File: src/rtl/sise_pkg.sv
// Package for the sorted id set engine: operation and status codes,
// request and result payload structs. No dependencies.
`timescale 1ns / 1ps
`default_nettype none
package sise_pkg;

  localparam int unsigned IdBits = 31;
  localparam int unsigned OutHandleBits = 16;
  localparam int unsigned CountBits = 8;

  typedef enum logic [2:0] {
    OP_LOOKUP = 3'd0,
    OP_INSERT = 3'd1,
    OP_REMOVE = 3'd2,
    OP_POP    = 3'd3,
    OP_CLEAR  = 3'd4
  } op_e;

  typedef enum logic [1:0] {
    ST_DONE     = 2'd0,
    ST_NOTFOUND = 2'd1,
    ST_FULL     = 2'd2
  } status_e;

  typedef struct packed {
    logic [2:0]               operation;
    logic [IdBits-1:0]        key_id;
    logic [OutHandleBits-1:0] entry_handle;
  } req_t;

  typedef struct packed {
    logic                     found;
    logic [IdBits-1:0]        result_id;
    logic [OutHandleBits-1:0] result_handle;
    logic [1:0]               status;
    logic [CountBits-1:0]     entry_count;
    logic                     is_empty;
  } rsp_t;

  // Controller to datapath commands
  typedef struct packed {
    logic load;     // capture request
    logic scan;     // advance scan index
    logic to_top;   // set index to count (start of insert shift)
    logic peek_dn;  // read entry idx-1
    logic peek_up;  // read entry idx+1
    logic shift_up; // move entry idx-1 to idx (insert)
    logic shift_dn; // move entry idx+1 to idx (drop)
    logic write_new;
    logic clear;
    logic respond;
  } cmd_t;

  // Datapath to controller status
  typedef struct packed {
    logic scan_end;   // index reached count
    logic id_hit;     // current entry id equals key
    logic id_greater; // current entry id exceeds key
    logic hnd_hit;    // current entry handle equals request handle
    logic full;
    logic empty;
    logic at_bottom;  // shift index reached 0
    logic drop_end;   // drop index reached count-1
  } stat_t;

endpackage
`default_nettype wire

File: src/rtl/sise_ctrl.sv
// Controller of the sorted id set engine: sequences scans, shifts and
// the result strobe. Depends on sise_pkg.
`timescale 1ns / 1ps
`default_nettype none
module sise_ctrl import sise_pkg::*; (
  input  wire logic  clk_i,
  input  wire logic  rst_ni,
  input  wire logic  start_i,
  input  wire logic [2:0] op_i,
  input  wire stat_t stat_i,
  output logic       busy_o,
  output cmd_t       cmd_o,
  output logic       rd_valid_o,
  output logic [1:0] rsp_kind_o,
  output logic       rsp_found_o,
  output logic       rsp_miss_o,
  output logic       done_o
);
  typedef enum logic [2:0] {
    S_IDLE, S_SCAN, S_SCAN_WAIT, S_INS_SHIFT, S_DROP, S_DONE
  } state_e;

  state_e     state_q;
  logic [2:0] op_q;
  logic       wait_q;   // read data not yet valid
  logic       found_q;
  logic       full_q;
  logic       done_q;

  // Drive commands from the current state
  always_comb begin
    cmd_o       = '0;
    rsp_found_o = 1'b0;
    rsp_kind_o  = 2'd0;
    rsp_miss_o  = 1'b0;
    rd_valid_o  = (state_q == S_SCAN_WAIT);
    case (state_q)
      S_IDLE: cmd_o.load = start_i;
      S_SCAN: ; // issue read at idx
      S_SCAN_WAIT: begin
        if (!stat_i.scan_end) begin
          if (op_q == OP_POP) begin
            rsp_found_o = 1'b1;
          end else if (op_q == OP_REMOVE) begin
            if (stat_i.hnd_hit) rsp_found_o = 1'b1;
            else cmd_o.scan = 1'b1;
          end else if (stat_i.id_hit) begin
            rsp_found_o = 1'b1;
          end else if (!stat_i.id_greater) begin
            cmd_o.scan = 1'b1;
          end
        end
        // New id to insert: shift down from the top of the set
        if (op_q == OP_INSERT && !rsp_found_o && !cmd_o.scan && !stat_i.full) begin
          cmd_o.to_top = 1'b1;
        end
      end
      S_INS_SHIFT: begin
        if (!wait_q) begin
          if (!stat_i.at_bottom && stat_i.id_greater) cmd_o.shift_up = 1'b1;
          else cmd_o.write_new = 1'b1;
        end else begin
          cmd_o.peek_dn = 1'b1;
        end
      end
      S_DROP: begin
        if (wait_q) cmd_o.peek_up = 1'b1;
        else if (!stat_i.drop_end) cmd_o.shift_dn = 1'b1;
      end
      S_DONE: begin
        cmd_o.respond = 1'b1;
        cmd_o.clear   = (op_q == OP_CLEAR);
        rsp_kind_o    = found_q ? 2'd1 : full_q ? 2'd2 : 2'd0;
        rsp_miss_o    = !found_q && !full_q && (op_q == OP_LOOKUP ||
                        op_q == OP_REMOVE || op_q == OP_POP);
      end
      default: ;
    endcase
  end

  // rd_valid in INS_SHIFT is given by the busy term at the top level
  assign busy_o = (state_q != S_IDLE);
  assign done_o = done_q;

  // State and registered flags
  always_ff @(posedge clk_i or negedge rst_ni) begin
    if (!rst_ni) begin
      state_q <= S_IDLE;
      op_q    <= OP_LOOKUP;
      wait_q  <= 1'b0;
      found_q <= 1'b0;
      full_q  <= 1'b0;
      done_q  <= 1'b0;
    end else begin
      done_q <= cmd_o.respond;
      case (state_q)
        S_IDLE: begin
          if (start_i) begin
            op_q    <= op_i;
            found_q <= 1'b0;
            full_q  <= 1'b0;
            case (op_i)
              OP_LOOKUP, OP_REMOVE, OP_INSERT: state_q <= S_SCAN;
              OP_POP:   state_q <= S_SCAN;
              default:  state_q <= S_DONE;
            endcase
          end
        end
        S_SCAN: state_q <= S_SCAN_WAIT;
        S_SCAN_WAIT: begin
          if (rsp_found_o) begin
            found_q <= (op_q != OP_POP) || 1'b1;
            if (op_q == OP_REMOVE || op_q == OP_POP) state_q <= S_DROP;
            else state_q <= S_DONE;
            wait_q <= 1'b1;
          end else if (op_q == OP_POP) begin
            if (stat_i.empty) state_q <= S_DONE;
            else begin
              found_q <= 1'b1;
              state_q <= S_DROP;
              wait_q  <= 1'b1;
            end
          end else if (cmd_o.scan) begin
            state_q <= S_SCAN;
          end else if (op_q == OP_INSERT) begin
            if (stat_i.full) begin
              full_q  <= 1'b1;
              state_q <= S_DONE;
            end else begin
              state_q <= S_INS_SHIFT;
              wait_q  <= 1'b1;
            end
          end else begin
            state_q <= S_DONE;
          end
        end
        S_INS_SHIFT: begin
          wait_q <= !wait_q;
          if (cmd_o.write_new) begin
            state_q <= S_DONE;
            wait_q  <= 1'b0;
          end
        end
        S_DROP: begin
          wait_q <= 1'b0;
          if (!wait_q) begin
            if (stat_i.drop_end) state_q <= S_DONE;
            else wait_q <= 1'b1;
          end
        end
        S_DONE: state_q <= S_IDLE;
        default: state_q <= S_IDLE;
      endcase
    end
  end
endmodule
`default_nettype wire

File: config.mk
export PLATFORM = sky130hd
export DESIGN_NAME = sise_ctrl
export DESIGN_NICKNAME = d
export VERILOG_FILES = /design/src/rtl/sise_pkg.sv /design/src/rtl/sise_ctrl.sv
export SDC_FILE = /design/constraint.sdc
export NUM_CORES = 1
export LEC_CHECK = 0
export ABC_CLOCK_PERIOD_IN_PS = 4400
export BUFFER_PORTS_ARGS = -buffer_cell sky130_fd_sc_hd__buf_2
export CAP_MARGIN = 20
export CORE_MARGIN = 10
export CORE_UTILIZATION = 51
export CTS_BUF_LIST = sky130_fd_sc_hd__clkbuf_8 sky130_fd_sc_hd__clkbuf_16
export CTS_CLUSTER_SIZE = 20
export DETAILED_ROUTE_END_ITERATION = 16
export PLACE_DENSITY_LB_ADDON = 0.1
export SLEW_MARGIN = 5
export SYNTH_ARGS = -nofsm -noshare
export SYNTH_HDL_FRONTEND = slang
export SYNTH_SLANG_ARGS = --single-unit
File: constraint.sdc
create_clock -name clk_i -period 4.4 [get_ports clk_i]
set_clock_uncertainty 0.05 [all_clocks]
set_input_delay 1.32 -clock clk_i [delete_from_list [all_inputs] [get_ports clk_i]]
set_output_delay 1.32 -clock clk_i [all_outputs]
set_load 0.02 [all_outputs]
==> flow_summary.yaml, run 1 <==
drt:
  wl_per_cell_um: 15.8
  drtIter0Drc: 16
  drc: 0
  first_pass_iters: 4
  num_vias: 813
  avgViaCountPerCell: 5.81
  wl_mm: 2.22
  ant_nets: 0
grt:
  grt.overflow.total: 0
  antenna_found_initial: 0
  grt_pass1_wl_mm: 3.61
  grt_pass1_vias: 814
  grt_max_degree: 13
  track_usage: 0.127
critical_path:
  reg2reg_slack_ns: 2.66
  setup.worst_path.class: "input port to output pin"
  endpoint_kind: "output pin"
  cp.arrival_ns: 2.28
  worstSetupStartpointType: "input port"
  cp.required_ns: 3.03
  cp_max_fo: 3
yosys:
  synthCells: 96
  yosys_warnings: 0
  ys_dominant_reg_cell: "dfrtp_1"
  ys_ff_latch: 10
  synth_area_per_cell_um2: 8.52
  synth.distinct_cells: 44
  synth-edff-count: 0
  seq_area_frac_synth: 0.306
  async_reset_ff_frac: 1.00
  syn_nets: 110
  netlist_area_um2: 818
clocking:
  cts.clk_slew.worst_paths_ns: 0.04
  clk_path_buf_depth: 2
  cts_sinks: 10
  hold_buffers: 0
  postCtsSetupBuffers: 0
  cts_tree: "yes"
  clockRootBuffer: "clkbuf_8"
  htree_levels: 1
  worst_skew_pair.late_latency_ns: 0.24
  cts_resized: 0
  cts_buffers: 3
pwr:
  leakage_uw: 0.000503
  ir_drop_uv: 366
  powerDensity_nw_per_um2: 611
final_layout:
  layout-drive-gt1-share: 0.347
  final_cells: 140
  final_cell_area_um2: 1010
  diodes: 0
  num-nets-final: 139
  syn2layout_area_growth_pct: 24.0
  final_util: 0.674
timing:
  min_period_ns: 3.65
  fin_tns_setup_ns: 0
  fmax_mhz: 274
  report.final.slew_viol_count: 0
  hold_viol: 0
  max-slew-margin-rel: 0.667
  finalSetupViolCount: 0
  worstMarginPinSlew_ns: 0.491
  fin_crit_sh: 0.830
  rsz0062_at_grt: "false"
floorplanning:
  core_um2: 1510
  die_w_um: 60.1
  die_y_um: 60.1
  dieArea_um2: 3610
  initial_core_util: 0.543
  num_io_pins: 31
  row_count: 14
placement:
  dpl.cell_count: 136
  dpl_cell_area_um2: 960
  port_buffers: 30
  place.gp.congestion: 0.844
  hpwl_mm: 1.79
run_status:
  status: "completed"
worst_hold_path:
  worst_hold_path_type: "register to register"
run:
  maxCapViolations: 0
==> where the power goes <==
part	internal (uW)	switching, uW
Combinational	129	167
Clock	78.5	35.0
Sequential	130	80.2
Total	337	283
==> per-layer routing <==
layer  vias up  wire [um]  track usage
met4         0         27       0.0385
li1        409          -            -
met5         -          0            0
met2        22       1090        0.210
met3         2        165       0.0508
met1       380        927        0.144
==> cells in the mapped netlist, types with 2 or more instances <==
master,instances,share of area
dfrtp_1,10,0.31
nor2_1,7,0.032
inv_1,6,0.028
nor2b_1,6,0.046
nor3_1,6,0.037
and3_1,5,0.038
buf_2,5,0.031
a21oi_1,4,0.024
nand2_1,4,0.018
a211oi_1,3,0.028
nand2b_1,3,0.023
o21ai_0,3,0.018
mux2_1,2,0.028
o21ai_1,2,0.012
==> metrics by stage <==
| step | hold slack (ns) | setup WS [ns] | power (uW) |
|---|---|---|---|
| 6_report | 0.473 | 0.749 | 620 |
| 5_1_grt | 0.517 | 0.680 | 674 |
| 3_5_place_dp | 0.459 | 0.748 | 511 |
| 4_1_cts | 0.469 | 0.745 | 628 |
| 2_1_floorplan | 0.427 | 0.901 | 434 |
| 3_3_place_gp | 0.467 | 0.805 | 504 |
==> cells by family after synthesis <==
family,count (synthesis),synth area share
AO/OA/AOI/OAI,28,0.275
flip-flops,10,0.306
buffers and inverters,13,0.0673
AND/OR/NAND/NOR,43,0.324
multiplexers,2,0.0275
==> state kept, by name, indices dropped and copies added (netlist names) <==
register and count:
wait_q 1, full_q 1, done_o 1, op_q 3, state_q 3, found_q 1
==> worst max-delay path: stages <==
cell and delay [ns]:
buf_2 0.11, nand2b_1 0.19, a2111oi_4 0.42, buf_2 0.23
==> cell type report <==
type                       instances  area, um^2
clock buffer                       4        55.1
sequential                        10         250
tap                               16        20.0
fill                             137         492
inverter                           7        26.3
timing repair buffer              30         150
multi-input combinational         73         513
==> final timing paths <==
path                             from  cells after the start    endpoint
min in group asynchronous      rst_ni                      1  state_q[2]
max in group asynchronous      rst_ni                      1     op_q[1]
hold / removal                 full_q                      2      full_q
setup / recovery            stat_i[6]                      4    cmd_o[7]
setup reg to reg           state_q[0]                      4      wait_q
hold reg to reg                full_q                      2      full_q
==> placed cells by master, fill, tap and decap left out, types with 2 or more instances in the layout <==
master    instances
o21ai_1           2
nand2b_1          3
inv_1             6
nor2b_1           6
a211oi_1          3
dfrtp_1          10
nand2_1           4
o21ai_0           3
and3_1            5
a21oi_1           4
clkbuf_8          4
mux2_1            2
nor3_1            6
buf_2            30
nor2_1            7
No activity file was read; power rests on OpenSTA's default activity.
==> run 2: changes to the inputs <==
Settings changed: ABC_CLOCK_PERIOD_IN_PS 4400 to 3700, CORE_UTILIZATION 51 to 47.
Clock period 4.4 ns to 3.7 ns, I/O delays scaled along.
==> flow_summary.yaml, run 2 (same netlist as run 1, synthesis figures left out) <==
critical_path:
  r2r_cells: 4
  cp_max_fo: 3
  path_delay_family: "compound AO/OA/AOI/OAI gates"
  worstSetupStartpointType: "input port"
  path_cells: "buf_2 > nand2b_1 > a2111oi_4 > buf_2"
  cp.required_ns: 2.54
  r2r-end: "wait_q"
  reg2reg_from: "state_q[0]"
  setup.worst_path.class: "input port to output pin"
  cpMostUsedCell: "buf_2"
  slowest_delay_ns: 0.43
  crit_buf_inv: 2
  endpoint_kind: "output pin"
  crit_slowest_cell: "a2111oi_4"
  cp.arrival_ns: 2.07
  reg2reg_slack_ns: 1.95
clocking:
  cts_resized: 0
  clockRootBuffer: "clkbuf_8"
  worst_skew_pair.late_latency_ns: 0.23
  cts_buffers: 3
  cts_sinks: 10
  hold_buffers: 0
  cts.clk_slew.worst_paths_ns: 0.04
  cts_tree: "yes"
  clk_path_buf_depth: 2
  htree_levels: 1
  postCtsSetupBuffers: 0
final_layout:
  mostFrequentLayoutCell: "buf_2"
  layout_common_cells: "buf_2, dfrtp_1, nor2_1"
  largestRegisters: "op_q x3, state_q x3"
  num-nets-final: 139
  layout-drive-gt1-share: 0.341
  syn2layout_area_growth_pct: 22.5
  diodes: 0
  final_cells: 140
drt:
  ant_nets: 0
  first_pass_iters: 5
  drc: 0
  drtIter0Drc: 11
  wl_mm: 2.27
  wl_per_cell_um: 16.2
  avgViaCountPerCell: 5.94
  num_vias: 832
floorplanning:
  dieArea_um2: 3810
  row_count: 15
  num_io_pins: 31
  initial_core_util: 0.484
  die_y_um: 61.7
  die_w_um: 61.7
  core_um2: 1690
placement:
  dpl.cell_count: 137
  place.gp.congestion: 0.838
  port_buffers: 30
  post-place-ws_ns: 0.460
  hpwl_mm: 1.79
grt:
  grt_pass1_wl_mm: 3.71
  grt.overflow.total: 0
  grt_max_degree: 13
  track_usage: 0.129
  grt_pass1_vias: 835
  antenna_found_initial: 0
timing:
  finalSetupViolCount: 0
  setup_ws_ns: 0.468
  fmax_mhz: 309
  worstMarginPinSlew_ns: 0.479
  min_period_ns: 3.23
  whs_ns: 0.461
  report.final.slew_viol_count: 0
  max-slew-margin-rel: 0.676
  hold_viol: 0
  fin_tns_setup_ns: 0
  rsz0062_at_grt: "false"
  fin_crit_sh: 0.874
pwr:
  finalPower_uw: 718
  powerDensity_nw_per_um2: 717
  leakage_uw: 0.000495
  ir_drop_uv: 366
worst_hold_path:
  hold_depth: 2
  worst_hold_path_type: "register to register"
  holdPathEnd: "full_q"
  min-delay-start: "full_q"
run_status:
  status: "completed"
run:
  maxCapViolations: 0
run 2: routing by layer:
metal / up-vias / GRT usage / share of wire
met5: - / 0 / 0
li1: 406 / - / -
met3: 6 / 0.0508 / 0.075
met4: 0 / 0.0414 / 0.019
met2: 27 / 0.208 / 0.44
met1: 393 / 0.153 / 0.47
run 2: worst max path at each step:
| stage | start | to | slack, ns | depth (start not counted) |
|---|---|---|---|---|
| after floorplan | stat_i[4] | cmd_o[8] | 0.62 | 3 |
| after global placement | stat_i[6] | cmd_o[7] | 0.51 | 4 |
| after detailed placement | stat_i[6] | cmd_o[7] | 0.46 | 4 |
| after CTS | stat_i[6] | cmd_o[7] | 0.46 | 4 |
| after global routing | stat_i[6] | cmd_o[7] | 0.43 | 4 |
| final | stat_i[6] | cmd_o[7] | 0.47 | 4 |
run 2: where the power goes:
group	switching, uW	internal (uW)	leakage (uW)
Combinational	202	154	0.000348
Sequential	97.8	154	0.000126
Clock	39.4	70.9	0.0000216
run 2: final cells by class:
type	instances	area (um^2)
clock buffers	3	41.3
multi-input cells	73	513
fillers	165	687
well taps	17	21.3
repair buffers	30	150
flip-flops and latches	10	250
inverters	7	26.3
run 2: worst min-delay path, stage by stage, from the launching register on:
cell and delay (ns):
dfrtp_1 0.35, a31oi_1 0.05, nor2_1 0.07
run 2: metrics by stage:
step,utilization,cell area [um^2]
floorplan,-,818
global placement,0.569,961
detailed placement,0.569,961
CTS,0.593,1000
global route,0.593,1000
finish,0.593,1000
==> run 3: changes to the inputs <==
Settings changed: ABC_CLOCK_PERIOD_IN_PS 3700 to 3200.
Clock period 3.7 ns to 3.2 ns, I/O delays scaled along.
==> flow_summary.yaml, run 3 (same netlist as run 1, synthesis figures left out) <==
final_layout:
  layout_common_cells: "buf_2, dfrtp_1, nor2_1"
  layout-drive-gt1-share: 0.341
  final_util: 0.593
  syn2layout_area_growth_pct: 22.5
  largestRegisters: "op_q x3, state_q x3"
  final_cell_area_um2: 1000
  num-nets-final: 139
  mostFrequentLayoutCell: "buf_2"
  diodes: 0
floorplanning:
  initial_core_util: 0.484
  dieArea_um2: 3810
  row_count: 15
  num_io_pins: 31
  core_um2: 1690
  die_w_um: 61.7
  die_y_um: 61.7
clocking:
  cts_buffers: 3
  worst_skew_pair.late_latency_ns: 0.23
  hold_buffers: 0
  cts.clk_slew.worst_paths_ns: 0.04
  cts_resized: 0
  postCtsSetupBuffers: 0
  cts_sinks: 10
  clk_path_buf_depth: 2
  cts_tree: "yes"
  htree_levels: 1
  clockRootBuffer: "clkbuf_8"
pwr:
  ir_drop_uv: 439
  powerDensity_nw_per_um2: 827
  finalPower_uw: 828
  leakage_uw: 0.000495
timing:
  worstMarginPinSlew_ns: 0.485
  report.final.slew_viol_count: 0
  fin_crit_sh: 0.913
  max-slew-margin-rel: 0.671
  rsz0062_at_grt: "false"
  hold_viol: 0
  fin_tns_setup_ns: 0
  fmax_mhz: 342
  min_period_ns: 2.92
  finalSetupViolCount: 0
worst_hold_path:
  worst_hold_path_type: "register to register"
  min-delay-start: "full_q"
  hold_depth: 2
run_status:
  status: "completed"
drt:
  wl_per_cell_um: 16.1
  avgViaCountPerCell: 5.81
  num_vias: 813
  first_pass_iters: 4
  wl_mm: 2.26
  drtIter0Drc: 7
  drc: 0
  ant_nets: 0
critical_path:
  cp_max_fo: 3
  cp.arrival_ns: 1.91
  slowest_delay_ns: 0.42
  path_cells: "buf_2 > nand2b_1 > a2111oi_4 > buf_2"
  reg2reg_from: "state_q[0]"
  critical_path.startpoint: "stat_i[6]"
  crit_slowest_cell: "a2111oi_4"
  setup.worst_path.class: "input port to output pin"
  cpMostUsedCell: "buf_2"
  reg2reg_slack_ns: 1.47
  endpoint_kind: "output pin"
  r2r_cells: 4
  worstSetupStartpointType: "input port"
  cp.required_ns: 2.19
run:
  maxCapViolations: 0
grt:
  grt_pass1_wl_mm: 3.66
  antenna_found_initial: 0
  track_usage: 0.128
  grt_pass1_vias: 811
  grt_max_degree: 13
  grt.overflow.total: 0
placement:
  place.gp.congestion: 0.839
  port_buffers: 30
  hpwl_mm: 1.80
  dpl_cell_area_um2: 961
[run 3: cell counts in the layout (fill, tap and decap cells not counted)]
No cell type changed its count.
[run 3: layer usage]
metal / share of wire / vias to the layer above / global-route usage
met5: 0 / - / 0
met4: 0.0027 / 0 / 0.0287
met3: 0.082 / 2 / 0.0569
met2: 0.45 / 28 / 0.205
met1: 0.46 / 374 / 0.153
li1: - / 409 / -
[run 3: final timing paths]
check | endpoint
max in group asynchronous | op_q[1]
worst min-delay path | full_q
min in group asynchronous | state_q[0]
worst max-delay path | cmd_o[7]
worst max register to register | wait_q
worst min register to register | full_q
[run 3: where the power goes]
group          internal, uW  switching (uW)  leakage (uW)  total [uW]
sequential              178             113      0.000126         291
clock                  81.9            44.2     0.0000216         126
combinational           177             233      0.000348         411
total                   438             391      0.000495         828
[run 3: area by class of cell]
| cell class | count | area (um^2) |
|---|---|---|
| tap | 17 | 21.3 |
| clock buffer | 3 | 41.3 |
| sequential | 10 | 250 |
| timing repair buffer | 30 | 150 |
| fill | 158 | 687 |
| inverter | 7 | 26.3 |
| multi-input combinational | 73 | 513 |
[run 3: per-stage QoR]
stage | setup slack [ns] | hold slack, ns | std cells
detailed placement | 0.256 | 0.463 | 137
global route | 0.214 | 0.516 | 140
finish | 0.280 | 0.467 | 140
CTS | 0.253 | 0.472 | 140
floorplan | 0.421 | 0.427 | 96
global placement | 0.311 | 0.469 | 137
[run 3: worst max-delay path: cells and delay by family]
family | cells | cell delay, ns
simple gates | 1 | 0.19
buf+inv | 2 | 0.34
compound gates | 1 | 0.42
